File: config.mk
export PLATFORM = sky130hd
export DESIGN_NAME = battery_charge_estimator_core
export DESIGN_NICKNAME = d
export VERILOG_FILES = /design/src/sv/bce_pkg.sv /design/src/sv/battery_charge_estimator_core.sv /design/src/sv/bce_mult.sv /design/src/sv/bce_divider.sv
export SDC_FILE = /design/constraint.sdc
export NUM_CORES = 2
export LEC_CHECK = 0
export ABC_AREA = 1
export BUFFER_PORTS_ARGS = -buffer_cell sky130_fd_sc_hd__buf_2
export CAP_MARGIN = 20
export CORE_UTILIZATION = 59
export CTS_CLUSTER_DIAMETER = 200
export DETAILED_ROUTE_END_ITERATION = 8
export PLACE_DENSITY = 0.91
export SLEW_MARGIN = 20
export SYNTH_ARGS = -nofsm -noshare
export SYNTH_HDL_FRONTEND = slang
export SYNTH_SLANG_ARGS = --single-unit
File: constraint.sdc
create_clock -name clock -period 10.3 [get_ports clock]
set_input_delay 2.06 -clock clock [delete_from_list [all_inputs] [get_ports clock]]
set_output_delay 2.06 -clock clock [all_outputs]
set_load 0.03 [all_outputs]
File: src/sv/bce_pkg.sv
// ----------------------------------------------------------------------------
// bce_pkg
// Shared types, widths and codes for the battery charge estimator core.
// ----------------------------------------------------------------------------
package bce_pkg;

   // field and state widths
   localparam int CMD_W    = 2;
   localparam int LEFT_W   = 17;
   localparam int SPEED_W  = 16;
   localparam int PCT_W    = 7;
   localparam int DIST_W   = 38;
   localparam int TIME_W   = 22;
   localparam int CHARGE_W = 22;
   localparam int TICKS_W  = 32;
   localparam int TOTAL_W  = TICKS_W + 1;
   localparam int CAP_WH_W = 10;
   localparam int WATT_W   = 8;
   localparam int MIN_W    = 11;
   localparam int FSEC_W   = 17;
   localparam int CSR_IDX_W  = 2;
   localparam int CSR_DATA_W = 11;

   // behavior constants
   localparam int TICK_SECONDS    = 2;
   localparam int DRAIN_W         = 14;
   localparam int JOULES_PER_WH   = 3600;
   localparam int SECONDS_PER_MIN = 60;
   localparam int CAP_WH_RESET    = 50;
   localparam int MW_RESET        = 10;
   localparam int SW_RESET        = 5;
   localparam int MIN_RESET       = 120;
   localparam int SPEED_FLOOR     = 250;
   localparam int PCT_MAX         = 100;

   // shared multiplier
   localparam int MUL_A_W = 33;
   localparam int MUL_B_W = 22;
   localparam int MUL_P_W = MUL_A_W + MUL_B_W;

   // shared divider
   localparam int DIV_NUM_W = 64;
   localparam int DIV_DEN_W = 49;
   localparam int DIV_CNT_W = 7;

   typedef enum logic [CMD_W-1:0] {
      CMD_TICK       = 2'd0,
      CMD_CHG_START  = 2'd1,
      CMD_CHG_REPORT = 2'd2,
      CMD_SPEED      = 2'd3
   } cmd_type;

   localparam logic [CSR_IDX_W-1:0] CSR_CAPACITY     = 2'd0;
   localparam logic [CSR_IDX_W-1:0] CSR_MOVING_W     = 2'd1;
   localparam logic [CSR_IDX_W-1:0] CSR_STANDING_W   = 2'd2;
   localparam logic [CSR_IDX_W-1:0] CSR_FULL_MINUTES = 2'd3;

   typedef struct packed {
      logic [CMD_W-1:0]   command;
      logic               moving;
      logic [LEFT_W-1:0]  remaining_charge_seconds;
      logic [SPEED_W-1:0] avg_speed_mm_s;
   } req_type;

   typedef struct packed {
      logic [PCT_W-1:0]  percent;
      logic [DIST_W-1:0] remaining_distance_mm;
      logic [TIME_W-1:0] remaining_time_s;
      logic              is_charging;
   } rsp_type;

   typedef struct packed {
      logic                 start;
      logic [DIV_CNT_W-1:0] steps;
   } div_ctrl_type;

   typedef struct packed {
      logic busy;
      logic done;
   } div_stat_type;

endpackage

File: src/sv/battery_charge_estimator_core.sv
// ----------------------------------------------------------------------------
// battery_charge_estimator_core
// Linear battery fuel gauge: drains or recharges the stored charge per word
// and returns percent, remaining distance and remaining time for each word.
//
//   channel  direction  handshake           payload
//   req_     in         req_valid/ready     bce_pkg::req_type
//   rsp_     out        rsp_valid/ready     bce_pkg::rsp_type
//   csr_     in         csr_we              csr_index, csr_wdata
//
// A word runs through the shared divider, one quotient bit per cycle, for
// three divisions: percent, distance and time. A charging tick adds one
// when less than a full charge time is left, a history at least half moving
// five multiplier steps; zero capacity skips the percent division.
// req_ready is high only in idle; a result held by rsp_ready stalls the next
// word at its end. Synchronous active-high reset loads defaults, a full battery.
// ----------------------------------------------------------------------------
module battery_charge_estimator_core (
   input  logic                           clock,
   input  logic                           reset,
   input  logic                           req_valid,
   output logic                           req_ready,
   input  bce_pkg::req_type               req_data,
   output logic                           rsp_valid,
   input  logic                           rsp_ready,
   output bce_pkg::rsp_type               rsp_data,
   input  logic                           csr_we,
   input  logic [bce_pkg::CSR_IDX_W-1:0]  csr_index,
   input  logic [bce_pkg::CSR_DATA_W-1:0] csr_wdata
);
   import bce_pkg::*;

   localparam int CHG_STEPS  = 39;
   localparam int PCT_STEPS  = 29;
   localparam int DIST_STEPS = 38;
   localparam int TIME_STEPS = 63;
   localparam int SPLIT      = 21;

   typedef enum logic [18:0] {
      ST_IDLE     = 19'b000_0000_0000_0000_0001,
      ST_UPDATE   = 19'b000_0000_0000_0000_0010,
      ST_CHG_DIV  = 19'b000_0000_0000_0000_0100,
      ST_PCT_MUL  = 19'b000_0000_0000_0000_1000,
      ST_PCT_DIV  = 19'b000_0000_0000_0001_0000,
      ST_DIST_MUL = 19'b000_0000_0000_0010_0000,
      ST_DIST_DIV = 19'b000_0000_0000_0100_0000,
      ST_TIME_SEL = 19'b000_0000_0000_1000_0000,
      ST_SA       = 19'b000_0000_0001_0000_0000,
      ST_SB       = 19'b000_0000_0010_0000_0000,
      ST_LA       = 19'b000_0000_0100_0000_0000,
      ST_LB       = 19'b000_0000_1000_0000_0000,
      ST_LC       = 19'b000_0001_0000_0000_0000,
      ST_LD       = 19'b000_0010_0000_0000_0000,
      ST_LE       = 19'b000_0100_0000_0000_0000,
      ST_LF       = 19'b000_1000_0000_0000_0000,
      ST_LG       = 19'b001_0000_0000_0000_0000,
      ST_TIME_DIV = 19'b010_0000_0000_0000_0000,
      ST_DONE     = 19'b100_0000_0000_0000_0000
   } state_type;

   state_type state_ff, state_in;

   req_type              item_ff, item_in;
   logic [CHARGE_W-1:0]  charge_ff, charge_in;
   logic [TICKS_W-1:0]   mticks_ff, mticks_in;
   logic [TICKS_W-1:0]   sticks_ff, sticks_in;
   logic                 mode_ff, mode_in;
   logic [LEFT_W-1:0]    left_ff, left_in;
   logic [SPEED_W-1:0]   speed_ff, speed_in;
   logic [CHARGE_W-1:0]  cap_j_ff, cap_j_in;
   logic [FSEC_W-1:0]    fsec_ff, fsec_in;
   logic [WATT_W-1:0]    mw_ff, mw_in;
   logic [WATT_W-1:0]    sw_ff, sw_in;
   logic [PCT_W-1:0]     pct_ff, pct_in;
   logic [DIST_W-1:0]    dist_ff, dist_in;
   logic [TOTAL_W+7:0]   t_ff, t_in;
   logic [DIV_NUM_W-1:0] acc_ff, acc_in;
   logic [DIV_DEN_W-1:0] den_ff, den_in;
   logic                 rsp_valid_ff, rsp_valid_in;
   rsp_type              rsp_data_ff, rsp_data_in;

   logic [MUL_A_W-1:0]   mul_a;
   logic [MUL_B_W-1:0]   mul_b;
   logic [MUL_P_W-1:0]   prod;
   div_ctrl_type         div_ctrl;
   div_stat_type         div_stat;
   logic [DIV_NUM_W-1:0] div_num;
   logic [DIV_DEN_W-1:0] div_den;
   logic [DIV_NUM_W-1:0] div_quo;
   logic                 div_free;

   logic [WATT_W-1:0]    mw_div, sw_div;
   logic [TOTAL_W-1:0]   total;
   logic                 even_share;
   logic [DRAIN_W-1:0]   drain;
   logic [FSEC_W-1:0]    f_left;
   logic [CHARGE_W-1:0]  cap_new;
   logic [MIN_W-1:0]     min_nz;

   assign mw_div     = (mw_ff == '0) ? WATT_W'(1) : mw_ff;
   assign sw_div     = (sw_ff == '0) ? WATT_W'(1) : sw_ff;
   assign total      = TOTAL_W'(mticks_ff) + TOTAL_W'(sticks_ff);
   assign even_share = (total == '0) || ({mticks_ff, 1'b0} < total);
   assign drain      = DRAIN_W'(item_ff.moving ? mw_ff : sw_ff) * DRAIN_W'(TICK_SECONDS);
   assign f_left     = fsec_ff - left_ff;
   assign cap_new    = CHARGE_W'(csr_wdata[CAP_WH_W-1:0]) * CHARGE_W'(JOULES_PER_WH);
   assign min_nz     = (csr_wdata[MIN_W-1:0] == '0) ? MIN_W'(1) : csr_wdata[MIN_W-1:0];
   assign div_free   = !div_stat.busy && !div_stat.done;

   bce_mult u_mult (
      .clock (clock),
      .mul_a (mul_a),
      .mul_b (mul_b),
      .prod  (prod)
   );

   bce_divider u_div (
      .clock    (clock),
      .reset    (reset),
      .ctrl     (div_ctrl),
      .num      (div_num),
      .den      (div_den),
      .stat     (div_stat),
      .quotient (div_quo)
   );

   always_comb begin
      state_in     = state_ff;
      item_in      = item_ff;
      charge_in    = charge_ff;
      mticks_in    = mticks_ff;
      sticks_in    = sticks_ff;
      mode_in      = mode_ff;
      left_in      = left_ff;
      speed_in     = speed_ff;
      cap_j_in     = cap_j_ff;
      fsec_in      = fsec_ff;
      mw_in        = mw_ff;
      sw_in        = sw_ff;
      pct_in       = pct_ff;
      dist_in      = dist_ff;
      t_in         = t_ff;
      acc_in       = acc_ff;
      den_in       = den_ff;
      rsp_data_in  = rsp_data_ff;
      rsp_valid_in = rsp_valid_ff && !rsp_ready;
      mul_a        = '0;
      mul_b        = '0;
      div_ctrl     = '0;
      div_num      = '0;
      div_den      = '0;

      case (state_ff)
         ST_IDLE: begin
            if (req_valid) begin
               item_in  = req_data;
               state_in = ST_UPDATE;
            end
         end
         ST_UPDATE: begin
            state_in = ST_PCT_MUL;
            case (item_ff.command)
               CMD_TICK: begin
                  if (mode_ff) begin
                     if (left_ff >= fsec_ff) begin
                        charge_in = '0;
                     end else begin
                        mul_a    = MUL_A_W'(f_left);
                        mul_b    = cap_j_ff;
                        state_in = ST_CHG_DIV;
                     end
                  end else begin
                     charge_in = (charge_ff > CHARGE_W'(drain)) ?
                                 charge_ff - CHARGE_W'(drain) : '0;
                     if (item_ff.moving) begin
                        if (mticks_ff != '1) mticks_in = mticks_ff + 1'b1;
                     end else begin
                        if (sticks_ff != '1) sticks_in = sticks_ff + 1'b1;
                     end
                  end
               end
               CMD_CHG_START: mode_in = 1'b1;
               CMD_CHG_REPORT: begin
                  left_in = item_ff.remaining_charge_seconds;
                  if (item_ff.remaining_charge_seconds == '0) begin
                     charge_in = cap_j_ff;
                     mode_in   = 1'b0;
                  end
               end
               CMD_SPEED: begin
                  speed_in = (item_ff.avg_speed_mm_s > SPEED_W'(SPEED_FLOOR)) ?
                             item_ff.avg_speed_mm_s : SPEED_W'(SPEED_FLOOR);
               end
               default: ;
            endcase
         end
         ST_CHG_DIV: begin
            div_ctrl.start = div_free;
            div_ctrl.steps = DIV_CNT_W'(CHG_STEPS);
            div_num        = DIV_NUM_W'(prod[CHG_STEPS-1:0]) << (DIV_NUM_W - CHG_STEPS);
            div_den        = DIV_DEN_W'(fsec_ff);
            if (div_stat.done) begin
               charge_in = div_quo[CHARGE_W-1:0];
               state_in  = ST_PCT_MUL;
            end
         end
         ST_PCT_MUL: begin
            mul_a    = MUL_A_W'(PCT_MAX);
            mul_b    = charge_ff;
            state_in = ST_PCT_DIV;
         end
         ST_PCT_DIV: begin
            div_ctrl.start = div_free && (cap_j_ff != '0);
            div_ctrl.steps = DIV_CNT_W'(PCT_STEPS);
            div_num        = DIV_NUM_W'(prod[PCT_STEPS-1:0]) << (DIV_NUM_W - PCT_STEPS);
            div_den        = DIV_DEN_W'(cap_j_ff);
            if (cap_j_ff == '0) begin
               pct_in   = '0;
               state_in = ST_DIST_MUL;
            end else if (div_stat.done) begin
               pct_in   = (div_quo > DIV_NUM_W'(PCT_MAX)) ? PCT_W'(PCT_MAX) :
                          div_quo[PCT_W-1:0];
               state_in = ST_DIST_MUL;
            end
         end
         ST_DIST_MUL: begin
            mul_a    = MUL_A_W'(speed_ff);
            mul_b    = charge_ff;
            state_in = ST_DIST_DIV;
         end
         ST_DIST_DIV: begin
            div_ctrl.start = div_free;
            div_ctrl.steps = DIV_CNT_W'(DIST_STEPS);
            div_num        = DIV_NUM_W'(prod[DIST_STEPS-1:0]) << (DIV_NUM_W - DIST_STEPS);
            div_den        = DIV_DEN_W'(mw_div);
            if (div_stat.done) begin
               dist_in  = div_quo[DIST_W-1:0];
               state_in = ST_TIME_SEL;
            end
         end
         ST_TIME_SEL: begin
            if (even_share) begin
               mul_a    = MUL_A_W'(mw_div);
               mul_b    = MUL_B_W'(sw_div);
               state_in = ST_SA;
            end else begin
               mul_a    = MUL_A_W'(mticks_ff);
               mul_b    = MUL_B_W'(sw_div);
               state_in = ST_LA;
            end
         end
         ST_SA: begin
            den_in   = DIV_DEN_W'({prod[2*WATT_W-1:0], 1'b0});
            mul_a    = MUL_A_W'(MUL_A_W'(mw_div) + MUL_A_W'(sw_div));
            mul_b    = charge_ff;
            state_in = ST_SB;
         end
         ST_SB: begin
            acc_in   = DIV_NUM_W'(prod[CHARGE_W+WATT_W:0]);
            state_in = ST_TIME_DIV;
         end
         ST_LA: begin
            t_in     = (TOTAL_W+8)'(prod[TICKS_W+WATT_W-1:0]);
            mul_a    = MUL_A_W'(sticks_ff);
            mul_b    = MUL_B_W'(mw_div);
            state_in = ST_LB;
         end
         ST_LB: begin
            t_in     = t_ff + (TOTAL_W+8)'(prod[TICKS_W+WATT_W-1:0]);
            state_in = ST_LC;
         end
         ST_LC: begin
            mul_a    = MUL_A_W'(t_ff[SPLIT-1:0]);
            mul_b    = charge_ff;
            state_in = ST_LD;
         end
         ST_LD: begin
            acc_in   = DIV_NUM_W'(prod[CHARGE_W+SPLIT-1:0]);
            mul_a    = MUL_A_W'(t_ff[TOTAL_W+7:SPLIT]);
            mul_b    = charge_ff;
            state_in = ST_LE;
         end
         ST_LE: begin
            acc_in   = acc_ff + (DIV_NUM_W'(prod[CHARGE_W+SPLIT-1:0]) << SPLIT);
            mul_a    = MUL_A_W'(mw_div);
            mul_b    = MUL_B_W'(sw_div);
            state_in = ST_LF;
         end
         ST_LF: begin
            mul_a    = total;
            mul_b    = MUL_B_W'(prod[2*WATT_W-1:0]);
            state_in = ST_LG;
         end
         ST_LG: begin
            den_in   = prod[DIV_DEN_W-1:0];
            state_in = ST_TIME_DIV;
         end
         ST_TIME_DIV: begin
            div_ctrl.start = div_free;
            div_ctrl.steps = DIV_CNT_W'(TIME_STEPS);
            div_num        = acc_ff << (DIV_NUM_W - TIME_STEPS);
            div_den        = den_ff;
            if (div_stat.done) state_in = ST_DONE;
         end
         ST_DONE: begin
            if (!rsp_valid_ff || rsp_ready) begin
               rsp_data_in.percent               = pct_ff;
               rsp_data_in.remaining_distance_mm = dist_ff;
               rsp_data_in.remaining_time_s      = div_quo[TIME_W-1:0];
               rsp_data_in.is_charging           = mode_ff;
               rsp_valid_in                      = 1'b1;
               state_in                          = ST_IDLE;
            end
         end
         default: state_in = ST_IDLE;
      endcase

      if (csr_we) begin
         case (csr_index)
            CSR_CAPACITY: begin
               cap_j_in  = cap_new;
               charge_in = cap_new;
            end
            CSR_MOVING_W:     mw_in   = csr_wdata[WATT_W-1:0];
            CSR_STANDING_W:   sw_in   = csr_wdata[WATT_W-1:0];
            CSR_FULL_MINUTES: fsec_in = FSEC_W'(min_nz) * FSEC_W'(SECONDS_PER_MIN);
            default: ;
         endcase
      end
   end

   always_ff @(posedge clock) begin
      if (reset) begin
         state_ff     <= ST_IDLE;
         charge_ff    <= CHARGE_W'(CAP_WH_RESET * JOULES_PER_WH);
         mticks_ff    <= '0;
         sticks_ff    <= '0;
         mode_ff      <= 1'b0;
         left_ff      <= '0;
         speed_ff     <= SPEED_W'(SPEED_FLOOR);
         cap_j_ff     <= CHARGE_W'(CAP_WH_RESET * JOULES_PER_WH);
         fsec_ff      <= FSEC_W'(MIN_RESET * SECONDS_PER_MIN);
         mw_ff        <= WATT_W'(MW_RESET);
         sw_ff        <= WATT_W'(SW_RESET);
         rsp_valid_ff <= 1'b0;
      end else begin
         state_ff     <= state_in;
         charge_ff    <= charge_in;
         mticks_ff    <= mticks_in;
         sticks_ff    <= sticks_in;
         mode_ff      <= mode_in;
         left_ff      <= left_in;
         speed_ff     <= speed_in;
         cap_j_ff     <= cap_j_in;
         fsec_ff      <= fsec_in;
         mw_ff        <= mw_in;
         sw_ff        <= sw_in;
         rsp_valid_ff <= rsp_valid_in;
      end
   end

   always_ff @(posedge clock) begin
      item_ff     <= item_in;
      pct_ff      <= pct_in;
      dist_ff     <= dist_in;
      t_ff        <= t_in;
      acc_ff      <= acc_in;
      den_ff      <= den_in;
      rsp_data_ff <= rsp_data_in;
   end

   assign req_ready = (state_ff == ST_IDLE);
   assign rsp_valid = rsp_valid_ff;
   assign rsp_data  = rsp_data_ff;

   a_pct_clamped: assert property (@(posedge clock) disable iff (reset)
      rsp_valid_ff |-> (rsp_data_ff.percent <= PCT_W'(PCT_MAX)))
      else $error("percent above full scale");

   a_busy_after_accept: assert property (@(posedge clock) disable iff (reset)
      (req_valid && req_ready) |=> !req_ready)
      else $error("ready held after accepting a word");

   a_rsp_from_done: assert property (@(posedge clock) disable iff (reset)
      $rose(rsp_valid_ff) |-> $past(state_ff == ST_DONE))
      else $error("result presented outside the done step");

endmodule

File: src/sv/bce_mult.sv
// ----------------------------------------------------------------------------
// bce_mult
// Shared unsigned multiplier with a registered product.
// ----------------------------------------------------------------------------
module bce_mult (
   input  logic                         clock,
   input  logic [bce_pkg::MUL_A_W-1:0]  mul_a,
   input  logic [bce_pkg::MUL_B_W-1:0]  mul_b,
   output logic [bce_pkg::MUL_P_W-1:0]  prod
);
   import bce_pkg::*;

   logic [MUL_P_W-1:0] prod_ff;
   logic [MUL_P_W-1:0] prod_in;

   assign prod_in = MUL_P_W'(mul_a) * MUL_P_W'(mul_b);

   always_ff @(posedge clock) begin
      prod_ff <= prod_in;
   end

   assign prod = prod_ff;

endmodule

File: src/sv/bce_divider.sv
// ----------------------------------------------------------------------------
// bce_divider
// Restoring divider, one quotient bit per cycle. The numerator arrives
// left-aligned; steps gives how many of its top bits to consume.
// ----------------------------------------------------------------------------
module bce_divider (
   input  logic                          clock,
   input  logic                          reset,
   input  bce_pkg::div_ctrl_type         ctrl,
   input  logic [bce_pkg::DIV_NUM_W-1:0] num,
   input  logic [bce_pkg::DIV_DEN_W-1:0] den,
   output bce_pkg::div_stat_type         stat,
   output logic [bce_pkg::DIV_NUM_W-1:0] quotient
);
   import bce_pkg::*;

   logic [DIV_DEN_W-1:0] rem_ff, rem_in;
   logic [DIV_NUM_W-1:0] num_ff, num_in;
   logic [DIV_DEN_W-1:0] den_ff, den_in;
   logic [DIV_NUM_W-1:0] quo_ff, quo_in;
   logic [DIV_CNT_W-1:0] cnt_ff, cnt_in;
   logic                 busy_ff, busy_in;
   logic                 done_ff, done_in;
   logic [DIV_DEN_W:0]   trial;
   logic [DIV_DEN_W:0]   diff;
   logic                 fits;

   assign trial = {rem_ff, num_ff[DIV_NUM_W-1]};
   assign diff  = trial - {1'b0, den_ff};
   assign fits  = trial >= {1'b0, den_ff};

   always_comb begin
      rem_in  = rem_ff;
      num_in  = num_ff;
      den_in  = den_ff;
      quo_in  = quo_ff;
      cnt_in  = cnt_ff;
      busy_in = busy_ff;
      done_in = 1'b0;
      if (ctrl.start) begin
         rem_in  = '0;
         num_in  = num;
         den_in  = den;
         quo_in  = '0;
         cnt_in  = ctrl.steps;
         busy_in = 1'b1;
      end else if (busy_ff) begin
         rem_in = fits ? diff[DIV_DEN_W-1:0] : trial[DIV_DEN_W-1:0];
         num_in = num_ff << 1;
         quo_in = {quo_ff[DIV_NUM_W-2:0], fits};
         cnt_in = cnt_ff - 1'b1;
         if (cnt_ff == DIV_CNT_W'(1)) begin
            busy_in = 1'b0;
            done_in = 1'b1;
         end
      end
   end

   always_ff @(posedge clock) begin
      if (reset) begin
         cnt_ff  <= '0;
         busy_ff <= 1'b0;
         done_ff <= 1'b0;
      end else begin
         cnt_ff  <= cnt_in;
         busy_ff <= busy_in;
         done_ff <= done_in;
      end
   end

   always_ff @(posedge clock) begin
      rem_ff <= rem_in;
      num_ff <= num_in;
      den_ff <= den_in;
      quo_ff <= quo_in;
   end

   assign stat.busy = busy_ff;
   assign stat.done = done_ff;
   assign quotient  = quo_ff;

   a_done_after_busy: assert property (@(posedge clock) disable iff (reset)
      done_ff |-> $past(busy_ff))
      else $error("divider done without a running division");

   a_rem_below_den: assert property (@(posedge clock) disable iff (reset)
      busy_ff |-> (rem_ff < den_ff))
      else $error("divider remainder not below divisor");

   a_start_when_free: assert property (@(posedge clock) disable iff (reset)
      ctrl.start |-> !busy_ff)
      else $error("divider restarted while busy");

endmodule

## After elaboration in Yosys (flattened, before gate mapping)

Cells that the tools add are included.

| storage, ports and cells | value |
|---|---|
| register bits after elaboration | 776 |
| input port bits | 54 |
| output and inout port bits | 70 |
| logic and storage cells | 188 |

| operators by class | value |
|---|---|
| $add $sub $neg | 10 |
| multipliers | 3 |
| magnitude comparators | 6 |
| equality and inequality tests | 35 |
| multiplexer cells | 56 |
| bitwise gates (word level) | 3 |
| reductions and logical operators | 42 |

Operators with widths:

| cell | number |
|---|---|
| $pmux 19 s18 | 1 |
| $pmux 33 s10 | 1 |
| $pmux 64 s4 | 1 |
| $mux 22 | 10 |
| $pmux 49 s4 | 1 |
| $pmux 64 s3 | 1 |
| $mux 19 | 7 |
| $mux 64 | 2 |
| $pmux 22 s5 | 1 |
| $pmux 49 s2 | 1 |
| $pmux 22 s2 | 2 |
| $pmux 41 s2 | 1 |
| $add 32x1->32 const B | 2 |
| $add 64x64->64 | 1 |
| $gt 64x7->1 const B | 1 |
| $ne 32x32->1 const B | 2 |
| $mux 17 | 3 |
| $ge 50x49->1 | 1 |
| $mul 33x22->49 | 1 |
| $mux 49 | 1 |
| $sub 49x49->49 | 1 |
| $add 41x40->41 | 1 |
| $add 32x32->33 | 1 |
| $logic_not 33->1 | 1 |
| other kinds (63) | 110 |

## Logic depth before layout (Yosys ltp)

| logic depth | value |
|---|---|
| depth after elaboration | 8 |
| gate-level depth with buffers | 63 |
| depth with buffers taken out | 61 |

## Cells and area by module

A second synthesis with hierarchy kept.

| second synthesis, totals | value |
|---|---|
| cell total of the unflattened synthesis | 10007 |
| area, all modules | 74610.3 um^2 |

By module, submodules not included:

| module | instances | cells each | area an instance (um^2) | sequential area each (um^2) |
|---|---|---|---|---|
| battery_charge_estimator_core | 1 | 4579 | 34983.6 | 12852.3 |
| bce_mult | 1 | 3545 | 26327.8 | 1101.1 |
| bce_divider | 1 | 1883 | 13299.0 | 5835.6 |

## Worst setup path before layout

OpenSTA, ideal clock, no wires.

| timing path | value |
|---|---|
| kind | register to register |
| start | register mticks_ff[0] |
| end | register u_mult.prod_ff[31], in the netlist u_mult.prod[31] |
| library setup time | 72 ps |
| data arrival time | 9495 ps |
| required time | 10228 ps |
| path slack | 733 ps |
| cell stages (with the launch flop) | 61 |
| path buffers | 2 |
| clock period less this slack | 9567 ps |
| path through | dfxtp_1 ha_1 inv_1 fa_1 inv_1 nand3_1 nand3_1 nand2_1 nand3_2 nand2_1 nand2_1 nand2_1 nand2_1 inv_1 ha_1 nand2_1 nor2_1 and2_1 [25 not listed] fa_1 inv_1 fa_1 inv_1 fa_1 inv_1 fa_1 inv_1 ha_1 nand2_1 inv_1 nand2_1 nor4_1 a21oi_1 o21ai_0 a31oi_1 o21ai_0 xor2_1 |

| on the way | value |
|---|---|
| cells in the longest elaborated chain, start to end | 6 |
| elaborated cells between the ends (all ways) | 7 |
| classes of those cells | add/sub (1); mul (1); order compare (1); mux (2); reduce/logical (2) |

Ends and longest elaborated chain:

| what | RTL line | source |
|---|---|---|
| start: declaration | battery_charge_estimator_core.sv:65 | `logic [TICKS_W-1:0] mticks_ff, mticks_in;` |
| start signal: assignment | battery_charge_estimator_core.sv:349 | `mticks_ff <= mticks_in;` |
| $add 32x32->33 | battery_charge_estimator_core.sv:102 | `assign total = TOTAL_W'(mticks_ff) + TOTAL_W'(sticks_ff);` |
| $lt 33x33->1 or $logic_not 33->1 (tied branches) | battery_charge_estimator_core.sv:103 | `assign even_share = (total == '0) \|\| ({mticks_ff, 1'b0} < total);` |
| $logic_or 1x1->1 | battery_charge_estimator_core.sv:103 |  |
| $mux 32 | battery_charge_estimator_core.sv:242 | `if (even_share) begin` |
| $pmux 33 s10 (*) | battery_charge_estimator_core.sv:153 | `case (state_ff)` |
| $mul 33x22->49 (*) | bce_mult.sv:16 | `assign prod_in = MUL_P_W'(mul_a) * MUL_P_W'(mul_b);` |
| named net u_mult.prod_in[31] | bce_mult.sv:14 | `logic [MUL_P_W-1:0] prod_in;` |
| end signal: assignment | bce_mult.sv:19 | `prod_ff <= prod_in;` |
| end: declaration | bce_mult.sv:13 | `logic [MUL_P_W-1:0] prod_ff;` |

The timed path passes the listed nets; every way through them passes the cells marked *.
A chain may end at the register's enable or synchronous reset.

## Final worst setup path

| timing path | value |
|---|---|
| start | register fsec_ff[10] |
| end | register u_mult.prod_ff[43], in the netlist u_mult.prod[43] |

| on the way | value |
|---|---|
| cells in the longest elaborated chain, start to end | 6 |
| elaborated cells between the ends (all ways) | 11 |
| classes of those cells | add/sub (1); mul (1); order compare (1); mux (8) |

Ends and longest elaborated chain:

| what | RTL line | source |
|---|---|---|
| start: declaration | battery_charge_estimator_core.sv:71 | `logic [FSEC_W-1:0] fsec_ff, fsec_in;` |
| start signal: assignment | battery_charge_estimator_core.sv:342 | `fsec_ff <= FSEC_W'(MIN_RESET * SECONDS_PER_MIN);` |
| start signal: assignment | battery_charge_estimator_core.sv:355 | `fsec_ff <= fsec_in;` |
| $sub 17x17->17 or $ge 17x17->1 (tied branches) | battery_charge_estimator_core.sv:105, battery_charge_estimator_core.sv:165 |  |
| $mux 17 or $mux 22 (tied branches) | battery_charge_estimator_core.sv:165 | `if (left_ff >= fsec_ff) begin` |
| $mux 17 or $mux 22 (tied branches) | battery_charge_estimator_core.sv:164 | `if (mode_ff) begin` |
| $mux 17 or $mux 22 (tied branches) | battery_charge_estimator_core.sv:162 | `case (item_ff.command)` |
| $pmux 33 s10 or $pmux 22 s5 (tied branches) | battery_charge_estimator_core.sv:153 |  |
| $mul 33x22->49 (*) | bce_mult.sv:16 |  |
| named net u_mult.prod_in[43] | bce_mult.sv:14 |  |

Marks and branches as above.

==> qor.yml <==
detail_route.iter0.violations: 7960
total_power_uw: 10600
initial_utilization: 0.595
drv_cap: 0
grt_pass1_vias: 62500
cpPeakStageDelay_ps: 750
power.density_nw_per_um2: 139
min_delay_path_depth: 0
clk_latency_ps: 700
ys_seq_elements: 774
violations: "DRC"
power_leakage_uw: 0.0354
synth_top_cell_by_area: "fa_1"
postRouteAntennaNets: 0
synth_area_um2: 68000
crit_start: "fsec_ff[10]$_SDFFE_PP1P_"
layout-drive-gt1-share: 0.0956
slowest_stage: "clkinv_1"
holdCritStartpoint: "dist_ff[13]$_DFFE_PP_"
dp_slack_ps: 232
synth_top_area_frac: 0.188
async_flop_share: 0
skew_ps: 45.2
hpwl_mm: 186
drtPass1Iterations: 9
nNetsFinal: 9846
cp_max_fo: 11
ctsHoldBuffers: 0
wl_per_cell_um: 23.2
overflow: 0
final_common_cell: "nand2_1"
rows: 124
seq_area_frac_synth: 0.289
yosysWarnings: 0
ff2ff_path_depth: 38
status: "finished, violations left"
hold_path.class: "flip-flop to flip-flop"
vias_per_cell: 6.11
area_growth_pct: 12.0
slew_violations: 0
synth_area_per_cell_um2: 8.10
cts_tree: "done"
dp.cells: 10100
crit_path_end_kind: "flip-flop"
worstPathRequired_ps: 10900
final_cell_mix: "nand2_1, inv_1, fa_1"
htree_levels: 3
die_h_um: 342
cts_made_buffers: 83
synth_cells: 8392
grt_pass1_wl_mm: 362
antenna_found_initial: 6
dieArea_um2: 117000
worst_ir_drop_vdd_v: 0.000155
synthTopCellsByArea: "fa_1, edfxtp_1, dfxtp_1"
synth_edf_count: 414
clk_pin_slew_ps: 60
port_buffers: 123
startpoint_type: "flip-flop"
timing.final.crit_share: 0.989
reg2reg_from: "fsec_ff[10]$_SDFFE_PP1P_"
hold_viol_final: 0
via_count: 62900
fp.dieW_um: 342
core_um2: 114000
postLayoutSetupSlackWorst_ps: 116
fin_tns_setup_ps: 0
r2r_setup_slack_ps: 120
ctsLongestPathBuffers: 3
fill_cells: 9074
clock_sinks: 774
fmax_mhz: 98.2
ios: 124
stdcell_area_um2: 76200
max_slew_margin: 0.199
gp_congestion: 1.07
setup_viol: 0
tightest_slew_ps: 1190
placed_area_um2: 72400
drc: 2
cts_root_buffer: "clkbuf_16"
totalWireLength_mm: 240
ys.flop_type: "edfxtp_1"
grt_usage: 0.408
grt_max_degree: 103
final_cells: 10300
crit_type: "flip-flop to flip-flop"
synth_cell_types: 74
critical_path_arrival_ps: 10780
period_minus_slack_ps: 10180
rsz0062_at_grt: "true"
power breakdown:
group          switching, µW  leakage [µW]  total (µW)  internal (µW)
clock network           1390       0.00145        3340           1940
logic                   2220        0.0271        3390           1170
registers                270       0.00683        3880           3610
critical path: cells and delay by family, from the launching register on:
kind                       cells  cell delay, ps
AOI/OAI and AO/OA             11            2210
adders and majority gates      9            4110
and+or+nand+nor                5             680
DFF                            1             530
buffers and inverters         12            2380
xor gates and xnor gates       1             150
cell families after synthesis:
group	synth area share
adder cells (fa/ha/maj)	0.267
AND/OR/NAND/NOR	0.175
flip-flops	0.289
AO/OA/AOI/OAI	0.135
other	0.000110
buffers and inverters	0.108
XOR/XNOR	0.0263
path summary, 6_finish.rpt:
| kind | end |
|---|---|
| worst min register to register | rsp_data[36]$_DFFE_PP_ |
| worst max register to register | u_mult.prod[43]$_DFF_P_ |
| worst max-delay path | u_mult.prod[43]$_DFF_P_ |
| worst min-delay path | rsp_data[36]$_DFFE_PP_ |
timing repair:
item                                    in CTS  in global routing
setup buffers                                0                 18
resized for setup                            0                123
endpoints found under the setup margin       0                 27
state kept, by name, indices dropped and copies added (netlist names), 19 cells and up:
register / count
rsp_data: 68
u_div.quotient: 64
acc_ff: 63
u_div.num_ff: 63
den_ff: 49
u_div.den_ff: 49
u_div.rem_ff: 49
u_mult.prod: 49
t_ff: 41
dist_ff: 38
item_ff: 36
mticks_ff: 32
sticks_ff: 32
charge_ff: 22
state_ff: 19
layout make-up:
cell class / instances / area, µm² / area share
Sequential cell: 774 / 19600 / 0.258
Clock inverter: 56 / 828 / 0.0109
Tap cell: 1512 / 1890 / 0.0248
Multi-Input combinational cell: 5761 / 41900 / 0.549
Antenna cell: 2 / 5.00 / 0.0000657
Timing Repair inverter: 1 / 6.26 / 0.0000821
Timing Repair Buffer: 473 / 3630 / 0.0477
Clock buffer: 100 / 2180 / 0.0286
Inverter: 1631 / 6130 / 0.0805
synth_stat cells, types with 12 or more instances:
cell type and n:
nor3_1 88, o211ai_1 40, xor2_1 128, inv_1 1599, a221oi_1 68, nor2_1 635
nor4_1 44, a31oi_1 44, o221ai_1 27, a211oi_1 34, nand2_1 1660, inv_2 19
a21o_1 19, dfxtp_1 360, xnor2_1 71, ha_1 429, buf_1 13, or2_2 15
o21ai_0 510, o21bai_1 18, nand3b_1 13, a21oi_1 566, o21a_1 32, nand2_2 23
clkinv_1 12, o22ai_1 147, nand3_1 221, buf_2 68, clkbuf_1 181, edfxtp_1 414
nand4_1 101, fa_1 638
through the flow:
stage / hold slack [ps] / utilization
floorplan: 400 / -
global placement: 401 / 0.633
detailed placement: 405 / 0.633
CTS: 416 / 0.659
global route: 423 / 0.666
finish: 421 / 0.666
per-layer routing:
| layer | routed length, µm | vias to the layer above | share of wire | GRT usage |
|---|---|---|---|---|
| met1 | 84900 | 29600 | 0.35 | 0.499 |
| met3 | 29100 | 1186 | 0.12 | 0.105 |
| met4 | 21800 | 6 | 0.091 | 0.301 |
| met5 | 34 | - | 0.00014 | 0 |
| met2 | 104000 | 4383 | 0.43 | 0.625 |
| li1 | - | 27800 | - | - |
(Power assumes the default switching activity.)
